[config.mk]
export PLATFORM = sky130hd
export DESIGN_NAME = i2c_address_probe_sequencer
export DESIGN_NICKNAME = d
export VERILOG_FILES = /design/src/rtl/core/iaps_pkg.sv /design/src/rtl/core/iaps_csr.sv /design/src/rtl/core/iaps_fsm.sv /design/src/rtl/core/i2c_address_probe_sequencer.sv
export SDC_FILE = /design/constraint.sdc
export NUM_CORES = 1
export LEC_CHECK = 0
export ABC_AREA = 1
export BUFFER_PORTS_ARGS = -buffer_cell sky130_fd_sc_hd__buf_2
export CORE_ASPECT_RATIO = 1.5
export CORE_UTILIZATION = 60
export DETAILED_ROUTE_END_ITERATION = 7
export GPL_TIMING_DRIVEN = 1
export MAX_ROUTING_LAYER = met4
export PLACE_DENSITY = 0.9
export RECOVER_POWER = 25
export SLEW_MARGIN = 20
export SYNTH_ARGS = -nofsm -noshare
export SYNTH_HDL_FRONTEND = slang
export SYNTH_SLANG_ARGS = --single-unit
[constraint.sdc]
create_clock -name clock -period 4.4 [get_ports clock]
set_clock_uncertainty 0.15 [all_clocks]
set_input_delay 0.22 -clock clock [delete_from_list [all_inputs] [get_ports clock]]
set_output_delay 0.22 -clock clock [all_outputs]
set_load 0.05 [all_outputs]
[src/rtl/core/iaps_pkg.sv]
// ----------------------------------------------------------------------------
// iaps_pkg: shared types and constants of the I2C address probe sequencer
// Phase codes, register indexes, reset values and the structs passed between
// the register file, the step logic and the top level.
// ----------------------------------------------------------------------------
package iaps_pkg;

   // configuration register indexes
   localparam int unsigned CsrIdxW = 2;
   localparam logic [CsrIdxW-1:0] CSR_HALF_PERIOD   = 2'd0;
   localparam logic [CsrIdxW-1:0] CSR_STRETCH_LIMIT = 2'd1;
   localparam logic [CsrIdxW-1:0] CSR_SETTLE_TICKS  = 2'd2;

   localparam int unsigned CfgW = 16;
   localparam logic [CfgW-1:0] HALF_PERIOD_RST   = 16'd5;
   localparam logic [CfgW-1:0] STRETCH_LIMIT_RST = 16'd100;
   localparam logic [CfgW-1:0] SETTLE_TICKS_RST  = 16'd5;
   localparam logic [CfgW-1:0] COUNT_MAX         = 16'hFFFF;

   // probe phases
   localparam int unsigned PhaseW = 4;
   localparam logic [PhaseW-1:0] PH_IDLE      = 4'd0;
   localparam logic [PhaseW-1:0] PH_INIT      = 4'd1;
   localparam logic [PhaseW-1:0] PH_STR_START = 4'd2;
   localparam logic [PhaseW-1:0] PH_START1    = 4'd3;
   localparam logic [PhaseW-1:0] PH_START2    = 4'd4;
   localparam logic [PhaseW-1:0] PH_BITLOW    = 4'd5;
   localparam logic [PhaseW-1:0] PH_BITHIGH   = 4'd6;
   localparam logic [PhaseW-1:0] PH_STR_BIT   = 4'd7;
   localparam logic [PhaseW-1:0] PH_SETTLE    = 4'd8;
   localparam logic [PhaseW-1:0] PH_ACKLOW    = 4'd9;
   localparam logic [PhaseW-1:0] PH_STR_ACK   = 4'd10;
   localparam logic [PhaseW-1:0] PH_ACKHIGH   = 4'd11;
   localparam logic [PhaseW-1:0] PH_STOP0     = 4'd12;
   localparam logic [PhaseW-1:0] PH_STOP1     = 4'd13;
   localparam logic [PhaseW-1:0] PH_STOP2     = 4'd14;
   localparam logic [PhaseW-1:0] PH_STOP3     = 4'd15;

   // item kinds on tuser
   localparam logic CMD_TICK  = 1'b0;
   localparam logic CMD_START = 1'b1;

   localparam int unsigned AddrW     = 7;
   localparam int unsigned BitIdxW   = 4;
   localparam logic [BitIdxW-1:0] FRAME_BITS = 4'd8;

   localparam int unsigned ReqDataW = 16;
   localparam int unsigned RspDataW = 8;

   typedef struct packed {
      logic [CfgW-1:0] half_period;
      logic [CfgW-1:0] stretch_limit;
      logic [CfgW-1:0] settle_ticks;
   } cfg_type;

   typedef struct packed {
      logic             cmd;
      logic [AddrW-1:0] address;
      logic             scl_level;
      logic             sda_level;
   } item_type;

   typedef struct packed {
      logic scl_release;
      logic sda_release;
      logic busy_res;
      logic done_res;
      logic ack_seen;
   } result_type;

endpackage

[src/rtl/core/iaps_csr.sv]
// ----------------------------------------------------------------------------
// iaps_csr: configuration registers
// Holds half period, stretch limit and settle time; writes to unused indexes
// are dropped.
// ----------------------------------------------------------------------------
module iaps_csr (
   input  logic                          clock,
   input  logic                          reset,
   input  logic                          csr_valid,
   output logic                          csr_ready,
   input  logic [iaps_pkg::CsrIdxW-1:0]  csr_index,
   input  logic [iaps_pkg::CfgW-1:0]     csr_data,
   output iaps_pkg::cfg_type             cfg
);
   import iaps_pkg::*;

   cfg_type cfg_ff;
   cfg_type cfg_in;

   assign csr_ready = 1'b1;

   // register write decode
   always_comb begin
      cfg_in = cfg_ff;
      if (csr_valid) begin
         unique case (csr_index)
            CSR_HALF_PERIOD:   cfg_in.half_period   = csr_data;
            CSR_STRETCH_LIMIT: cfg_in.stretch_limit = csr_data;
            CSR_SETTLE_TICKS:  cfg_in.settle_ticks  = csr_data;
            default:           cfg_in = cfg_ff;
         endcase
      end
   end

   always_ff @(posedge clock) begin
      if (reset) begin
         cfg_ff.half_period   <= HALF_PERIOD_RST;
         cfg_ff.stretch_limit <= STRETCH_LIMIT_RST;
         cfg_ff.settle_ticks  <= SETTLE_TICKS_RST;
      end else begin
         cfg_ff <= cfg_in;
      end
   end

   assign cfg = cfg_ff;

endmodule

[src/rtl/core/iaps_fsm.sv]
// ----------------------------------------------------------------------------
// iaps_fsm: probe state and single-item step logic
// Holds the probe phase, counters and line drive; on each advance it applies
// one item and produces the matching result.
// ----------------------------------------------------------------------------
module iaps_fsm (
   input  logic                  clock,
   input  logic                  reset,
   input  logic                  advance,
   input  iaps_pkg::item_type    item,
   input  iaps_pkg::cfg_type     cfg,
   output iaps_pkg::result_type  result
);
   import iaps_pkg::*;

   logic [PhaseW-1:0]  phase_ff,  phase_in;
   logic [BitIdxW-1:0] bit_idx_ff, bit_idx_in;
   logic [CfgW-1:0]    wait_ff,   wait_in;
   logic [7:0]         shift_ff,  shift_in;
   logic               ack_ff,    ack_in;
   logic               scl_rel_ff, scl_rel_in;
   logic               sda_rel_ff, sda_rel_in;
   logic               done;

   // saturating tick count and the wait / stretch checks built on it
   logic [CfgW-1:0]    wait_inc;
   logic               half_hit;
   logic               settle_hit;
   logic               stretch_fail;
   logic [BitIdxW-1:0] bit_idx_nxt;
   logic [7:0]         shift_nxt;

   assign wait_inc     = (wait_ff != COUNT_MAX) ? wait_ff + 16'd1 : wait_ff;
   assign half_hit     = (wait_inc >= cfg.half_period);
   assign settle_hit   = (wait_inc >= cfg.settle_ticks);
   assign stretch_fail = (wait_inc >= cfg.stretch_limit);
   assign bit_idx_nxt  = bit_idx_ff + 4'd1;
   assign shift_nxt    = {shift_ff[6:0], 1'b0};

   // next state for one item
   always_comb begin
      phase_in   = phase_ff;
      bit_idx_in = bit_idx_ff;
      wait_in    = wait_ff;
      shift_in   = shift_ff;
      ack_in     = ack_ff;
      scl_rel_in = scl_rel_ff;
      sda_rel_in = sda_rel_ff;
      done       = 1'b0;

      if (item.cmd == CMD_START) begin
         if (phase_ff == PH_IDLE) begin
            shift_in   = {item.address, 1'b0};
            bit_idx_in = '0;
            ack_in     = 1'b0;
            scl_rel_in = 1'b1;
            sda_rel_in = 1'b1;
            phase_in   = PH_INIT;
            wait_in    = '0;
         end
      end else begin
         unique case (phase_ff)
            PH_IDLE: begin
            end
            PH_INIT: begin
               wait_in = wait_inc;
               if (half_hit) begin
                  scl_rel_in = 1'b1;
                  phase_in   = PH_STR_START;
                  wait_in    = '0;
               end
            end
            PH_STR_START: begin
               if (item.scl_level) begin
                  sda_rel_in = 1'b0;
                  phase_in   = PH_START1;
                  wait_in    = '0;
               end else begin
                  wait_in = wait_inc;
                  if (stretch_fail) begin
                     phase_in = PH_STOP0;
                     wait_in  = '0;
                  end
               end
            end
            PH_START1: begin
               wait_in = wait_inc;
               if (half_hit) begin
                  scl_rel_in = 1'b0;
                  phase_in   = PH_START2;
                  wait_in    = '0;
               end
            end
            PH_START2: begin
               wait_in = wait_inc;
               if (half_hit) begin
                  sda_rel_in = shift_ff[7];
                  phase_in   = PH_BITLOW;
                  wait_in    = '0;
               end
            end
            PH_BITLOW: begin
               wait_in = wait_inc;
               if (half_hit) begin
                  scl_rel_in = 1'b1;
                  phase_in   = PH_BITHIGH;
                  wait_in    = '0;
               end
            end
            PH_BITHIGH: begin
               wait_in = wait_inc;
               if (half_hit) begin
                  phase_in = PH_STR_BIT;
                  wait_in  = '0;
               end
            end
            PH_STR_BIT: begin
               if (item.scl_level) begin
                  scl_rel_in = 1'b0;
                  phase_in   = PH_SETTLE;
                  wait_in    = '0;
               end else begin
                  wait_in = wait_inc;
                  if (stretch_fail) begin
                     phase_in = PH_STOP0;
                     wait_in  = '0;
                  end
               end
            end
            PH_SETTLE: begin
               wait_in = wait_inc;
               if (settle_hit) begin
                  bit_idx_in = bit_idx_nxt;
                  shift_in   = shift_nxt;
                  wait_in    = '0;
                  if (bit_idx_nxt < FRAME_BITS) begin
                     sda_rel_in = shift_nxt[7];
                     phase_in   = PH_BITLOW;
                  end else begin
                     sda_rel_in = 1'b1;
                     phase_in   = PH_ACKLOW;
                  end
               end
            end
            PH_ACKLOW: begin
               wait_in = wait_inc;
               if (half_hit) begin
                  scl_rel_in = 1'b1;
                  phase_in   = PH_STR_ACK;
                  wait_in    = '0;
               end
            end
            PH_STR_ACK: begin
               if (item.scl_level) begin
                  ack_in   = ~item.sda_level;
                  phase_in = PH_ACKHIGH;
                  wait_in  = '0;
               end else begin
                  wait_in = wait_inc;
                  if (stretch_fail) begin
                     phase_in = PH_STOP0;
                     wait_in  = '0;
                  end
               end
            end
            PH_ACKHIGH: begin
               wait_in = wait_inc;
               if (half_hit) begin
                  scl_rel_in = 1'b0;
                  phase_in   = PH_STOP0;
                  wait_in    = '0;
               end
            end
            PH_STOP0: begin
               wait_in = wait_inc;
               if (half_hit) begin
                  sda_rel_in = 1'b0;
                  phase_in   = PH_STOP1;
                  wait_in    = '0;
               end
            end
            PH_STOP1: begin
               wait_in = wait_inc;
               if (half_hit) begin
                  scl_rel_in = 1'b1;
                  phase_in   = PH_STOP2;
                  wait_in    = '0;
               end
            end
            PH_STOP2: begin
               wait_in = wait_inc;
               if (half_hit) begin
                  sda_rel_in = 1'b1;
                  phase_in   = PH_STOP3;
                  wait_in    = '0;
               end
            end
            PH_STOP3: begin
               wait_in = wait_inc;
               if (half_hit) begin
                  done     = 1'b1;
                  phase_in = PH_IDLE;
                  wait_in  = '0;
               end
            end
         endcase
      end
   end

   // state update, one item per advance
   always_ff @(posedge clock) begin
      if (reset) begin
         phase_ff   <= PH_IDLE;
         bit_idx_ff <= '0;
         wait_ff    <= '0;
         shift_ff   <= '0;
         ack_ff     <= 1'b0;
         scl_rel_ff <= 1'b1;
         sda_rel_ff <= 1'b1;
      end else if (advance) begin
         phase_ff   <= phase_in;
         bit_idx_ff <= bit_idx_in;
         wait_ff    <= wait_in;
         shift_ff   <= shift_in;
         ack_ff     <= ack_in;
         scl_rel_ff <= scl_rel_in;
         sda_rel_ff <= sda_rel_in;
      end
   end

   // result of the item being applied
   assign result.scl_release = scl_rel_in;
   assign result.sda_release = sda_rel_in;
   assign result.busy_res    = (phase_in != PH_IDLE);
   assign result.done_res    = done;
   assign result.ack_seen    = done & ack_ff;

endmodule

[src/rtl/core/i2c_address_probe_sequencer.sv]
// ----------------------------------------------------------------------------
// An item is held in the input register, and its result in the result register.
// Throughput: one item per cycle unless rsp_tready stalls; one probe step per item.
// Every item gives exactly one result; backpressure on rsp_ stalls req_.
// Reset (synchronous, active high): idle, both lines released, registers
// at half_period 5, stretch_limit 100, settle_ticks 5.
// ----------------------------------------------------------------------------
// i2c_address_probe_sequencer: bit-banged I2C address probe engine
// Input register, probe step logic and result register, plus config registers.
// ----------------------------------------------------------------------------
module i2c_address_probe_sequencer (
   input  logic                           clock,
   input  logic                           reset,
   // input items
   input  logic                           req_tvalid,
   output logic                           req_tready,
   input  logic [iaps_pkg::ReqDataW-1:0]  req_tdata,  // address[6:0], scl_level, sda_level
   input  logic                           req_tuser,  // cmd
   // result items
   output logic                           rsp_tvalid,
   input  logic                           rsp_tready,
   output logic [iaps_pkg::RspDataW-1:0]  rsp_tdata,  // scl_release, sda_release,
                                                      // busy_res, done_res, ack_seen
   // configuration writes
   input  logic                           csr_valid,
   output logic                           csr_ready,
   input  logic [iaps_pkg::CsrIdxW-1:0]   csr_index,
   input  logic [iaps_pkg::CfgW-1:0]      csr_data
);
   import iaps_pkg::*;

   cfg_type    cfg;
   item_type   item_ff, item_in;
   logic       in_vld_ff;
   result_type res;
   result_type res_ff;
   logic       out_vld_ff;
   logic       advance;

   iaps_csr u_csr (
      .clock     (clock),
      .reset     (reset),
      .csr_valid (csr_valid),
      .csr_ready (csr_ready),
      .csr_index (csr_index),
      .csr_data  (csr_data),
      .cfg       (cfg)
   );

   // step the probe when an item is held and the result slot frees up
   assign advance    = in_vld_ff & (~out_vld_ff | rsp_tready);
   assign req_tready = ~in_vld_ff | advance;

   assign item_in.cmd       = req_tuser;
   assign item_in.address   = req_tdata[AddrW-1:0];
   assign item_in.scl_level = req_tdata[AddrW];
   assign item_in.sda_level = req_tdata[AddrW+1];

   // input register
   always_ff @(posedge clock) begin
      if (reset) begin
         in_vld_ff <= 1'b0;
      end else if (req_tready) begin
         in_vld_ff <= req_tvalid;
      end
   end

   always_ff @(posedge clock) begin
      if (req_tready & req_tvalid) begin
         item_ff <= item_in;
      end
   end

   iaps_fsm u_fsm (
      .clock   (clock),
      .reset   (reset),
      .advance (advance),
      .item    (item_ff),
      .cfg     (cfg),
      .result  (res)
   );

   // result register
   always_ff @(posedge clock) begin
      if (reset) begin
         out_vld_ff <= 1'b0;
      end else if (advance) begin
         out_vld_ff <= 1'b1;
      end else if (rsp_tready) begin
         out_vld_ff <= 1'b0;
      end
   end

   always_ff @(posedge clock) begin
      if (advance) begin
         res_ff <= res;
      end
   end

   assign rsp_tvalid = out_vld_ff;
   assign rsp_tdata  = {3'b000, res_ff.ack_seen, res_ff.done_res, res_ff.busy_res,
                        res_ff.sda_release, res_ff.scl_release};

endmodule
* Word-level counts from Yosys, hierarchy flattened *
Index checks and enable logic that the tools add are counted.

storage, ports and cells
  register bits = 100
  input bits = 40
  output and inout port bits = 11
  word-level logic and storage cells = 133

cells by class
  add/sub/neg operators = 2
  magnitude comparators = 4
  equality and inequality tests = 19
  muxes and demuxes = 60
  bitwise logic cells = 8
  reductions and logical operators = 19

operators with widths
  cell                                                 count
  2-to-1 mux 16 bit                                    7
  2-to-1 mux 4 bit                                     23
  one-hot mux 4 bit (15 select lines)                  1
  >= comparator 16 bit                                 3
  one-hot mux 16 bit (3 select lines)                  1
  equality test 4 bit, second input constant           8
  2-to-1 mux 8 bit                                     4
  2-to-1 mux 1 bit                                     22
  adder 16 x 1 -> 16 bit, second input constant        1
  equality test 4 x 3 -> 1 bit, second input constant  4
  inequality test 16 bit, second input constant        1
  OR reduction 11 bit                                  1
  nonzero test 2 bit                                   5
  equality test 4 x 2 -> 1 bit, second input constant  2
  AND reduction 4 bit                                  2
  nonzero test 4 bit                                   2
  AND reduction 2 bit                                  3
  one-hot mux 1 bit (5 select lines)                   1
  adder 4 x 1 -> 4 bit, second input constant          1
  equality test 4 x 1 -> 1 bit, second input constant  1
  zero test 4 bit                                      1
  less-than comparator 4 bit, second input constant    1
  OR reduction 4 bit                                   1
  AND 1 bit                                            3
  10 further kinds                                     13

* Depth between registers and ports, before layout *
Gate-level depths: netlist of run 1.

  depth in word-level cells = 8
  mapped depth = 27

* Cells and area by module *
Synthesis of run 1 repeated with hierarchy kept, for this count alone.

second synthesis, totals
  cells, all modules = 919
  area total of the unflattened synthesis = 6367.4 um^2

by module, submodules not included
  module                       instances  cells each  area an instance (um^2)  sequential area each (um^2)
  iaps_fsm                     1          585         3794.9                   680.7
  iaps_csr                     1          303         2004.4                   960.9
  i2c_address_probe_sequencer  1          31          568.0                    490.5

* Least setup slack after synthesis of run 1 *
No wires, ideal clock.

  kind = reg2reg
  start = register u_fsm.wait_ff[0]
  end = register res_ff, in the netlist rsp_tdata[2], data pin
  data arrival time = 2.895 ns
  data required time = 3.996 ns
  path slack = 1.101 ns
  stages on the path, launching flop included = 23
  buffers on the path = 0
  path through = dfxtp_1 -> ha_1 -> inv_1 -> nor3_1 -> nand4_1 -> nor2_1 -> inv_1 -> nand2_1 -> ha_1 -> nand2_1 -> nand2_1 -> nand3_1 -> nand2_1 -> a21oi_1 -> nand3_1 -> nand2_1 -> inv_1 -> nor2_1 -> nand2_1 -> nand2_1 -> nand2_1 -> nor2_1 -> nand2_1

RTL lines
  element                   RTL line                           text
  start: declaration        iaps_fsm.sv:18                     logic [CfgW-1:0] wait_ff, wait_in;
  start signal: assignment  iaps_fsm.sv:223                    wait_ff <= wait_in;
  end signal: assignment    i2c_address_probe_sequencer.sv:96  res_ff <= res;
  end: declaration          i2c_address_probe_sequencer.sv:36  result_type res_ff;

* Final worst setup path of run 1 *
  start = register u_fsm.wait_ff[0]
  end = register u_fsm.wait_ff[7]

between the ends
  word-level cells in the longest chain between the ends = 7
  elaborated cells on any way between the ends = 12
  those cells by class = add/sub (1); order compare (3); eq/ne (1); mux (7)

ends and longest elaborated chain
  element                                                                  RTL line                                          text
  adder 16 x 1 -> 16 bit / inequality test 16 bit (equally long branches)  iaps_fsm.sv:33                                    assign wait_inc = (wait_ff != COUNT_MAX) ? wait_ff + 16'd1 : wait_ff;
  2-to-1 mux 16 bit (*)                                                    iaps_fsm.sv:33
  >= comparator 16 bit                                                     iaps_fsm.sv:36                                    assign stretch_fail = (wait_inc >= cfg.stretch_limit);
  2-to-1 mux 16 bit                                                        iaps_fsm.sv:80, iaps_fsm.sv:124, iaps_fsm.sv:160
  2-to-1 mux 16 bit                                                        iaps_fsm.sv:154                                   if (item.scl_level) begin
  one-hot mux 16 bit (3 select lines) (*)                                  iaps_fsm.sv:62                                    unique case (phase_ff)
  2-to-1 mux 16 bit (*)                                                    iaps_fsm.sv:51                                    if (item.cmd == CMD_START) begin

Mark *: on every way between the ends. The rest lies on a longest branch, timed or not.
A chain may end at the register's enable or synchronous reset.

==> out/results.tsv, run 1 <==
stage	metric	value	unit
run_status	status	complete, but fails checks	
run_status	failing checks	max-capacitance violations, max-slew violations	
min_path	hold endpoint	u_csr.cfg[21]$_SDFFE_PP1P_	
critical_path	CP Class	flip-flop to flip-flop	
detailed_routing	WL per Instance	14.7	µm
pwr	Worst IR Drop VDD	0.000258	V
synth	area leader, netlist	dfxtp_1	
floorplan	Core Box Area	9360	µm²
sta	Final Hold Fails	0	
cells_and_area	commonest non-fill, non-tap cell in the layout	nand2_1	
critical_path	cells along the critical path	ha_1, inv_1, nor2_1, nand2_1, nor2_1, nand3_1, inv_1, nor2_1, xor2_1, buf_4, ha_1, nand2_1, inv_1, nand2_1, a21oi_1, nor2_1, nand4_2, o211ai_4, nand3_2, a21oi_2	
synth	Distinct cells, synth	43	
critical_path	most numerous cell on the critical path	nor2_1	
grt	initial antenna violation count	0	
synth	mean post-synth cell area	7.39	µm²
sta	final setup fails	0	
sta	Least-Margin Pin Slew	1940	ps
sta	Setup TNS	0	ps
detailed_routing	DR vias	5355	
synth	sequential share of the synthesized area	36.2	%
detailed_routing	Antenna Violating Nets Remaining	0	
synth	ys async rst share	0	%
synth	Synth Flop Type	dfxtp_1	
floorplan	die area	10200	µm²
pwr	Power per Cell Area	320	nW/µm²
sta	crit path time final	3930	ps
cells_and_area	fin cells	956	
synth	Synth top area share	28.6	%
cts	root buf cell	clkbuf_16	
cts	H-tree lvl count	3	
critical_path	CP peak stage delay	560	ps
synth	EDFF count, synth	15	
critical_path	CP Launch Type	flip-flop	
sta	Slew Viols, Final	81	
grt	first-pass GRT wire length	23.1	mm
critical_path	WP data required	4520	ps
detailed_routing	Avg Vias per Cell	5.60	
floorplan	Die H	123	µm
synth	Syn Inst Count	797	
critical_path	slowest CP cell	o211ai_4	
cells_and_area	most frequent cells in the layout	163 x nand2_1, 112 x inv_1, 84 x dfxtp_1	
placement	dpl hpwl	9.85	mm
synth	register bit total from synthesis	99	
cts	clock-pin slew of the registers on the worst-case setup and hold paths	70	ps
sta	fmax	0.254	GHz
placement	IO Port Bufs	39	
grt	largest net degree at the start of global routing	54	
cts	Clock Latency Late Sink	360	ps
cts	Sink Count	99	
cells_and_area	fin nets	929	
sta	Slew HR	-29.5	%
critical_path	RR Startpoint	u_fsm.wait_ff[0]$_SDFFE_PP0P_	
placement	Post-Place Cells	926	
cts	total CTS buffers	9	
cells_and_area	Layout area overhead	11.3	%
pwr	Leakage	2.95	nW
sta	RSZ-0062 raised after global routing	false	
sta	period utilization	89.4	%
detailed_routing	final WL	14.1	mm
critical_path	Worst Path Arrival	4060	ps
synth	ranking of synthesized cells by area	dfxtp_1 29%, ha_1 11%, nand2_1 10%, edfxtp_1 7.7%, a21oi_1 7.1%	
min_path	Hold Crit Start	csr_data[5]	
grt	vias in the first global route	5229	
floorplan	Die Wd	82.9	µm
critical_path	reg2reg path depth	20	
synth	cell area after synthesis	5890	µm²
grt	Total GRT Usage	29.1	%
min_path	worst hold path depth	3	
grt	grt ovf	0	
detailed_routing	drt first pass iters	6	
detailed_routing	DRC Markers	0	
critical_path	setup slack, reg-to-reg	470	ps
floorplan	Initial Util	62.9	%
detailed_routing	DR iter-0 viols	314	
critical_path	crit-path max FO	16	
min_path	HP Class	input pin to flip-flop	
cells_and_area	Ant. Diodes	0	
cells_and_area	share of cells above drive strength 1	11.8	%
job	Max-cap violations	2	
critical_path	CP endpoint kind	flip-flop	
synth	synth warn	0	
floorplan	I/O pins	51	
floorplan	num rows	43	
placement	RD Place Congestion	0.964	
critical_path	FF-to-FF End	u_fsm.wait_ff[7]$_SDFFE_PP0P_	
cts	CTS tree	done	
cts	clk buf depth	2	
final cells by class:
class                      instances  area [µm²]
timing repair buffer              58         360
tap                              112         140
clock inverter                     7        82.6
sequential                        99        2130
inverter                         123         462
clock buffer                       9         225
multi-input combinational        548        3150
fill                             747        2810
cells by family (layout without fill, tap and decap cells):
group           Yosys count  in the layout  synth area share, %
flops                    99             99                 36.2
buf+inv                 152            197                 10.6
compound gates          181            181                 17.4
fa+ha+maj                50             50                 10.6
xor+xnor                  8              8                 1.19
simple gates            305            305                 23.9
other cells               2              4                0.128
worst max path at each step:
stage / from / end / slack [ps] / cells past startpoint
global route: u_fsm.wait_ff[0]$_SDFFE_PP0P_ / rsp_tdata[2]$_DFFE_PP_ / 50 / 22
global placement: u_fsm.wait_ff[0]$_SDFFE_PP0P_ / rsp_tdata[2]$_DFFE_PP_ / 460 / 22
floorplan: u_fsm.wait_ff[0]$_SDFFE_PP0P_ / rsp_tdata[2]$_DFFE_PP_ / 1100 / 22
finish: u_fsm.wait_ff[0]$_SDFFE_PP0P_ / u_fsm.wait_ff[7]$_SDFFE_PP0P_ / 470 / 20
CTS: u_fsm.wait_ff[0]$_SDFFE_PP0P_ / rsp_tdata[2]$_DFFE_PP_ / 350 / 22
detailed placement: u_fsm.wait_ff[0]$_SDFFE_PP0P_ / rsp_tdata[2]$_DFFE_PP_ / 400 / 22
Yosys cell counts (4+ instances only):
cell type    n
o21ai_0     59
edfxtp_1    15
nor3_1       6
a31oi_1      7
nand3_2      9
inv_1      112
nand4_1     10
buf_4        4
xor2_1       7
clkbuf_1    18
dfxtp_1     84
ha_1        50
a21oi_2     10
inv_2        9
nand2_1    163
nor2_4       4
a21oi_1     84
nand3_1     42
nor2_1      54
o211ai_1     7
metrics by stage:
step	cell area (µm²)	util (%)	worst slack [ps]	total power (W)	hold slack, ps
finish	6550	70.0	467	0.00209	20.8
global route	6550	70.0	54.8	0.00217	31.3
CTS	6550	70.0	346	0.00210	3.42
detailed placement	6110	65.2	401	0.00128	248
global placement	6110	65.2	456	0.00127	246
floorplan	5890	-	1100	0.00121	169
registers in the layout, indices dropped and copies added, names as in the netlist:
signal            count
u_csr.cfg            48
u_fsm.wait_ff        16
item_ff              10
u_fsm.shift_ff        7
rsp_tdata             5
u_fsm.bit_idx_ff      4
u_fsm.phase_ff        4
in_vld_ff             1
rsp_tvalid            1
u_fsm.ack_ff          1
u_fsm.scl_rel_ff      1
u_fsm.sda_rel_ff      1
per-layer routing:
metal  track usage [%]  vias to the layer above  routed length (µm)
met4              19.1                        0                 775
met5                 -                        -                   0
li1                  -                     2706                   -
met1              29.7                     2404                5510
met3              3.94                       66                 560
met2              52.6                      179                7220
worst max-delay path, delay by kind of cell, from the launching register on:
family	cells	cell delay (ps)
adder cells (fa/ha/maj)	2	430
buffers and inverters	4	480
AND/OR/NAND/NOR	10	1400
XOR/XNOR	1	200
flip-flops	1	390
AO/OA/AOI/OAI	3	800
where the power goes:
part | internal (W) | leakage, nW | switching (W)
sequential | 0.000960 | 0.829 | 0.0000239
combinational | 0.0000926 | 1.97 | 0.000197
clock | 0.000451 | 0.151 | 0.000370
timing repair:
item / CTS / global route
endpoints found under the hold margin: 17 / 0
resized for setup: 0 / 3
hold buffers: 14 / 0
setup buffers: 0 / 0
endpoints found under the setup margin: 0 / 17
Power figures use the tool's default switching activity.
==> inputs of run 2 (changes only) <==
--- a/config.mk
+++ b/config.mk
@@ -17,4 +17,5 @@
 export SLEW_MARGIN = 20
 export SYNTH_ARGS = -nofsm -noshare
 export SYNTH_HDL_FRONTEND = slang
+export SYNTH_HIERARCHICAL = 1
 export SYNTH_SLANG_ARGS = --single-unit
==> run 2 against run 1 <==
Effect of this change:
- the run now ends clean
- core utilization down 0.56 points
- worst setup slack worse by 66 ps
- highest routed layer unchanged
- largest power group unchanged
- maximum frequency down 1.7%
- synthesized cell count up 15%
- synthesized area up 8.2%
==> out/results.tsv, run 2 <==
stage	metric	value	unit	change
sta	Least-Margin Pin Slew	991	ps	-951 ps
pwr	switching power	0.000625	W	+5.8%
grt	first-pass GRT wire length	24.5	mm	+5.9%
min_path	worst hold path depth	4		+1
detailed_routing	met1 wire length	5.99	mm	+8.7%
sta	period utilization	90.9	%	+1.5 points
sta	Slew HR	33.9	%	+63 points
synth	ranking of synthesized cells by area	dfxtp_1 26%, nand2_1 13%, ha_1 9.8%, inv_1 8.1%, edfxtp_1 7.1%		
cts	# Post-CTS Setup Buffers	0		unchanged
critical_path	CP Launch Point	u_fsm/wait_ff[0]$_SDFFE_PP0P_		
floorplan	Core Box Area	10200	µm²	+9.5%
synth	sequential share of the synthesized area	33.5	%	-2.7 points
detailed_routing	DR iter-0 viols	294		-6.4%
floorplan	num rows	45		+4.7%
synth	EDFF count, synth	15		unchanged
grt	vias in the first global route	5562		+6.4%
floorplan	die area	11000	µm²	+8.0%
synth	cell area after synthesis	6370	µm²	+8.2%
cells_and_area	most frequent cells in the layout	225 x nand2_1, 138 x inv_1, 116 x nor2_1		
synth	count leader, synth	nand2_1		
critical_path	CP Launch Type	flip-flop		
grt	initial antenna violation count	0		unchanged
critical_path	reg2reg path depth	22		+10%
cells_and_area	Util after Layout	69.4	%	-0.56 points
synth	register bit total from synthesis	99		unchanged
detailed_routing	met2 wire length	7.69	mm	+6.5%
detailed_routing	max layer used	met4		
floorplan	Initial Util	62.1	%	-0.75 points
critical_path	CP Class	flip-flop to flip-flop		
critical_path	slowest CP cell	o21ai_4		
pwr	Logic pwr share	16.4	%	+2.6 points
critical_path	CP peak stage delay	440	ps	-120 ps
run_status	status	finished clean		
cts	H-tree lvl count	3		unchanged
synth	Synth Flop Type	dfxtp_1		
cells_and_area	commonest non-fill, non-tap cell in the layout	nand2_1		
sta	Slew Viols, Final	0		-100%
pwr	Reg power frac	47.5	%	+0.5 points
synth	synth warn	6		+6
placement	RD Place Congestion	0.988		+2.5%
critical_path	CP endpoint kind	flip-flop		
pwr	Worst IR Drop VDD	0.000264	V	+2.2%
critical_path	RR Startpoint	u_fsm/wait_ff[0]$_SDFFE_PP0P_		
critical_path	crit-path max FO	18		+2
cells_and_area	Ant. Diodes	0		unchanged
cts	root buf cell	clkbuf_16		
pwr	Power per Cell Area	294	nW/µm²	-8.1%
synth	ys async rst share	0	%	unchanged
sta	final setup fails	0		unchanged
placement	dpl hpwl	10.2	mm	+3.2%
grt	Total GRT Usage	28.7	%	-0.41 points
pwr	Sw Share	29.9	%	+1.7 points
floorplan	Die Wd	86.1	µm	+3.9%
pwr	Leakage	3.47	nW	+18%
cts	Sink Count	99		unchanged
synth	area leader, netlist	dfxtp_1		
sta	final hold slack	5.78	ps	-15.1 ps
detailed_routing	Avg Vias per Cell	5.25		-6.3%
synth	Synth top area share	26.4	%	-2.2 points
sta	Final Hold Fails	0		unchanged
detailed_routing	Antenna Violating Nets Remaining	0		unchanged
floorplan	Die H	128	µm	+3.9%
cells_and_area	Largest register FFs	48		unchanged
critical_path	most numerous cell on the critical path	nand2_1		
detailed_routing	drt first pass iters	5		-1
cts	Clock Latency Late Sink	350	ps	about the same
cells_and_area	Layout fillers	823		+10%
pwr	Clock power frac	36.1	%	-3.1 points
cts	total CTS buffers	9		unchanged
cts	CTS tree	done		
sta	Setup TNS	0	ps	unchanged
synth	Syn Inst Count	919		+15%
grt	grt ovf	0		unchanged
synth	most common library cells after synthesis	225 x nand2_1, 138 x inv_1, 117 x nor2_1		
placement	IO Port Bufs	39		unchanged
sta	fmax	0.250	GHz	-1.7%
critical_path	cells along the critical path	ha_1, nand2_1, nor3_4, nand3_1, nor2_1, inv_1, nor2_1, nor2_1, ha_1, nand2_1, nand2_1, nand2_1, nand3_1, nand2_1, nand2_1, nand2_1, nand2_1, nand2_1, o21ai_4, nand2_1, a21oi_1, o21a_1		
critical_path	Worst Path Arrival	4150	ps	+90 ps
min_path	Hold Crit Start	rsp_tready		
job	Max-cap violations	0		-2
sta	RSZ-0062 raised after global routing	false		
detailed_routing	DR vias	5846		+9.2%
detailed_routing	WL per Instance	13.3	µm	-9.8%
synth	mean post-synth cell area	6.93	µm²	-6.2%
synth	Distinct cells, synth	48		+12%
floorplan	I/O pins	51		unchanged
cells_and_area	fin nets	1058		+14%
cts	clock-pin slew of the registers on the worst-case setup and hold paths	70	ps	about the same
grt	largest net degree at the start of global routing	38		-30%
critical_path	WP data required	4550	ps	+30 ps
detailed_routing	final WL	14.8	mm	+5.1%
cts	clk buf depth	2		unchanged
detailed_routing	DRC Markers	0		unchanged
cells_and_area	Layout area overhead	11.8	%	
sta	crit path time final	4000	ps	+66.3 ps
detailed_routing	met3 routed wirelength	456	µm	-19%
cells_and_area	share of cells above drive strength 1	11.3	%	-0.54 points
pwr	Int Pwr	0.00146	W	-2.6%
min_path	HP Class	input pin to flip-flop		
-- run 2: what timing repair did --
item                                    4_1_cts  5_1_grt
hold endpoints to repair                     38        0
hold buffers                                 27        0
gates resized for setup                       0        1
endpoints found under the setup margin        0        6
-- run 2: worst max-delay path, delay by kind of cell, from the launching register on --
kind / cells / cell delay (ps)
and+or+nand+nor: 16 / 1960
buffers and inverters: 1 / 210
AOI/OAI and AO/OA: 3 / 730
adders and majority gates: 2 / 500
DFF: 1 / 390
-- run 2: cell type report --
type	instances	area [µm²]	area share, %
clock buffers	9	225	3.17
clock inverters	7	51.3	0.721
inverters	152	578	8.12
multi-input cells	634	3450	48.5
flip-flops and latches	99	2130	30.0
well taps	141	176	2.48
repair buffers	72	498	7.00
-- run 2: power groups by stage --
stage / Clock, W / Sequential (W) / Combinational, W
final: 0.000754 / 0.000993 / 0.000342
after CTS: 0.000761 / 0.000992 / 0.000338
after detailed placement: 0 / 0.00101 / 0.000314
after floorplan: 0 / 0.00101 / 0.000249
after global routing: 0.000795 / 0.000998 / 0.000382
after global placement: 0 / 0.00101 / 0.000308
-- run 2: worst paths after layout --
check | endpoint | slack [ps]
worst max-delay path | u_fsm/bit_idx_ff[2]$_SDFFE_PP0P_ | 400
worst min-delay path | rsp_tvalid$_SDFFE_PP0P_ | 6
worst max register to register | u_fsm/bit_idx_ff[2]$_SDFFE_PP0P_ | 400
worst min register to register | u_csr/cfg[21]$_SDFFE_PP1P_ | 310
-- run 2: cells by family after synthesis --
kind of cell    count (synthesis)  share of synthesized area [%]
buf+inv                       188                           12.8
fa+ha+maj                      50                           9.83
xor+xnor                        9                           1.24
flops                          99                           33.5
other cells                     2                          0.118
simple gates                  457                           32.2
compound gates                114                           10.3
-- run 2: layer usage --
layer,GRT usage [%],vias up
li1,-,2994
met1,30.8,2625
met2,50.4,172
met3,3.80,55
met4,16.1,0
met5,-,-
-- run 2: metrics by stage --
step,worst slack (ps),cell area (µm²),power (W),std cells
after floorplan,1050,6370,0.00126,921
after global placement,434,6560,0.00132,1071
after detailed placement,369,6560,0.00133,1071
after CTS,331,7110,0.00209,1114
after global routing,77.0,7120,0.00217,1114
final,401,7120,0.00209,1114
==> inputs of run 3 (changes only) <==
--- a/config.mk
+++ b/config.mk
@@ -9,6 +9,7 @@
 export BUFFER_PORTS_ARGS = -buffer_cell sky130_fd_sc_hd__buf_2
 export CORE_ASPECT_RATIO = 1.5
 export CORE_UTILIZATION = 60
+export CTS_BUF_LIST = sky130_fd_sc_hd__clkbuf_8
 export DETAILED_ROUTE_END_ITERATION = 7
 export GPL_TIMING_DRIVEN = 1
 export MAX_ROUTING_LAYER = met4
==> run 3 against run 2 <==
Effect of this change:
- power fell by 9.4%
- final cell count rose by 0.18%
- critical path depth rose by 2
- maximum frequency rose by 1.0%
- wire length fell by 0.83%
- flip-flop and latch count did not move
- via count fell by 0.14%
- core utilization fell by 0.76 points
- design area fell by 1.1%
- highest routed layer unchanged
==> out/results.tsv, run 3 (synthesized netlist as in run 2, its figures left out) <==
stage	metric	value	unit	change
critical_path	reg2reg path depth	24		+9.1%
placement	dpl hpwl	10.2	mm	unchanged
sta	Least-Margin Pin Slew	1480	ps	+486 ps
cells_and_area	most frequent cells in the layout	225 x nand2_1, 138 x inv_1, 116 x nor2_1		
sta	fmax	0.253	GHz	+1.0%
sta	Final Hold Fails	0		unchanged
placement	Post-DP Area	6560	µm²	unchanged
cells_and_area	Reg area	2130	µm²	unchanged
cts	Clock Latency Late Sink	380	ps	+30 ps
cells_and_area	Layout fillers	850		+3.3%
critical_path	crit-path max FO	7		-11
critical_path	CP endpoint kind	flip-flop		
sta	Slew Viols, Final	0		unchanged
floorplan	Initial Util	62.1	%	unchanged
sta	RSZ-0062 raised after global routing	false		
sta	final setup fails	0		unchanged
cells_and_area	Layout area overhead	10.5	%	
cts	H-tree lvl count	3		unchanged
min_path	HP Class	input pin to flip-flop		
floorplan	Die Wd	86.1	µm	unchanged
job	Max-cap violations	0		unchanged
cts	clk buf depth	2		unchanged
cells_and_area	multi-input logic area	3460	µm²	+0.15%
cells_and_area	finished layout cell area	7040	µm²	-1.1%
pwr	Leakage	3.44	nW	-1.0%
cts	clock-pin slew of the registers on the worst-case setup and hold paths	100	ps	+30 ps
cts	# Post-CTS Setup Buffers	0		unchanged
sta	period utilization	90.0	%	-0.94 points
detailed_routing	drt first pass iters	6		+1
cells_and_area	Ant. Diodes	0		unchanged
placement	IO Port Bufs	39		unchanged
detailed_routing	final WL	14.7	mm	-0.83%
min_path	worst hold path depth	3		-1
cells_and_area	fin nets	1060		+0.19%
cts	Sink Count	99		unchanged
pwr	Power per Cell Area	269	nW/µm²	-8.4%
critical_path	CP Launch Type	flip-flop		
critical_path	WP data required	4380	ps	-170 ps
detailed_routing	Antenna Violating Nets Remaining	0		unchanged
grt	vias in the first global route	5540		-0.40%
floorplan	Die H	128	µm	unchanged
grt	grt ovf	0		unchanged
floorplan	num rows	45		unchanged
floorplan	Core Box Area	10200	µm²	unchanged
pwr	Overall Power	0.00189	W	-9.4%
cells_and_area	commonest non-fill, non-tap cell in the layout	nand2_1		
detailed_routing	Avg Vias per Cell	5.23		-0.32%
detailed_routing	DR iter-0 viols	320		+8.8%
grt	first-pass GRT wire length	24.4	mm	-0.17%
placement	RD Place Congestion	0.988		unchanged
sta	crit path time final	3960	ps	-41.2 ps
critical_path	Worst Path Arrival	3940	ps	-210 ps
grt	Total GRT Usage	28.6	%	-0.17 points
cells_and_area	Largest register FFs	48		unchanged
critical_path	CP Class	flip-flop to flip-flop		
cts	total CTS buffers	9		unchanged
grt	largest net degree at the start of global routing	38		unchanged
pwr	Worst IR Drop VDD	0.000238	V	-9.6%
sta	Setup TNS	0	ps	unchanged
detailed_routing	DR vias	5838		-0.14%
sta	Slew HR	1.53	%	-32 points
grt	initial antenna violation count	0		unchanged
cts	CTS tree	done		
cells_and_area	share of cells above drive strength 1	11.2	%	-0.13 points
sta	final hold slack	56.1	ps	+50.3 ps
detailed_routing	WL per Instance	13.1	µm	-1.0%
floorplan	I/O pins	51		unchanged
detailed_routing	DRC Markers	0		unchanged
run_status	status	finished clean		
floorplan	die area	11000	µm²	unchanged
cts	root buf cell	clkbuf_8		
[run 3: worst paths after layout]
kind,to,start,slack (ps)
worst max-delay path,rsp_tdata[2]$_DFFE_PP_,u_fsm/wait_ff[0]$_SDFFE_PP0P_,440
worst min-delay path,u_csr/cfg[18]$_SDFFE_PP1P_,csr_index[0],60
worst max register to register,rsp_tdata[2]$_DFFE_PP_,u_fsm/wait_ff[0]$_SDFFE_PP0P_,440
worst min register to register,u_csr/cfg[21]$_SDFFE_PP1P_,u_csr/cfg[21]$_SDFFE_PP1P_,320
[run 3: where the power goes]
part           internal, W  total [W]  switching [W]
Sequential        0.000961   0.000993      0.0000319
Combinational     0.000117   0.000344       0.000227
Clock             0.000210   0.000557       0.000347
Total              0.00129    0.00189       0.000605
[run 3: cell type report]
cell class	instances	area share [%]
tap	141	2.51
multi-input combinational	634	49.2
timing repair buffer	74	7.34
sequential	99	30.3
inverter	152	8.21
clock inverter	7	0.729
clock buffer	9	1.76
[run 3: timing repair]
| action | CTS | global route |
|---|---|---|
| hold buffers | 29 | 0 |
| resized for setup | 0 | 2 |
| endpoints found under the hold margin | 46 | 0 |
| endpoints found under the setup margin | 0 | 18 |
[run 3: metrics by stage]
| stage | std cells | worst slack, ps | utilization (%) |
|---|---|---|---|
| after global placement | 1071 | 434 | 64.0 |
| final | 1116 | 442 | 68.7 |
| after CTS | 1116 | 338 | 68.5 |
| after global routing | 1116 | 45.0 | 68.7 |
| after detailed placement | 1071 | 369 | 64.0 |
| after floorplan | 921 | 1050 | - |
[run 3: critical path, cell delays in order (launching register included)]
cell and delay, ps:
dfxtp_1 400, ha_1 190, nand2_1 110, nor3_4 190, nand2_2 130, nor3_4 230
nand2_2 140, inv_2 110, nor2_1 70, nor2_1 280, ha_1 300, nand2_1 80
inv_1 40, nand2_1 50, nand2_1 70, nand2_1 60, nand2_1 60, nand2_1 110
nand3_1 220, nand2_1 190, nand2_1 80, nor2_1 140, a21oi_1 70, nor2_1 180
nand2_1 80
[run 3: layer usage]
layer  part of all wire [%]  vias to the layer above  wire, µm  GRT usage (%)
met1                     41                     2606      5990           31.3
met5                      0                        -         0              -
met2                     51                      184      7460           49.9
met3                    3.9                       49       577           3.93
met4                    4.3                        0       625           14.7
li1                       -                     2999         -              -
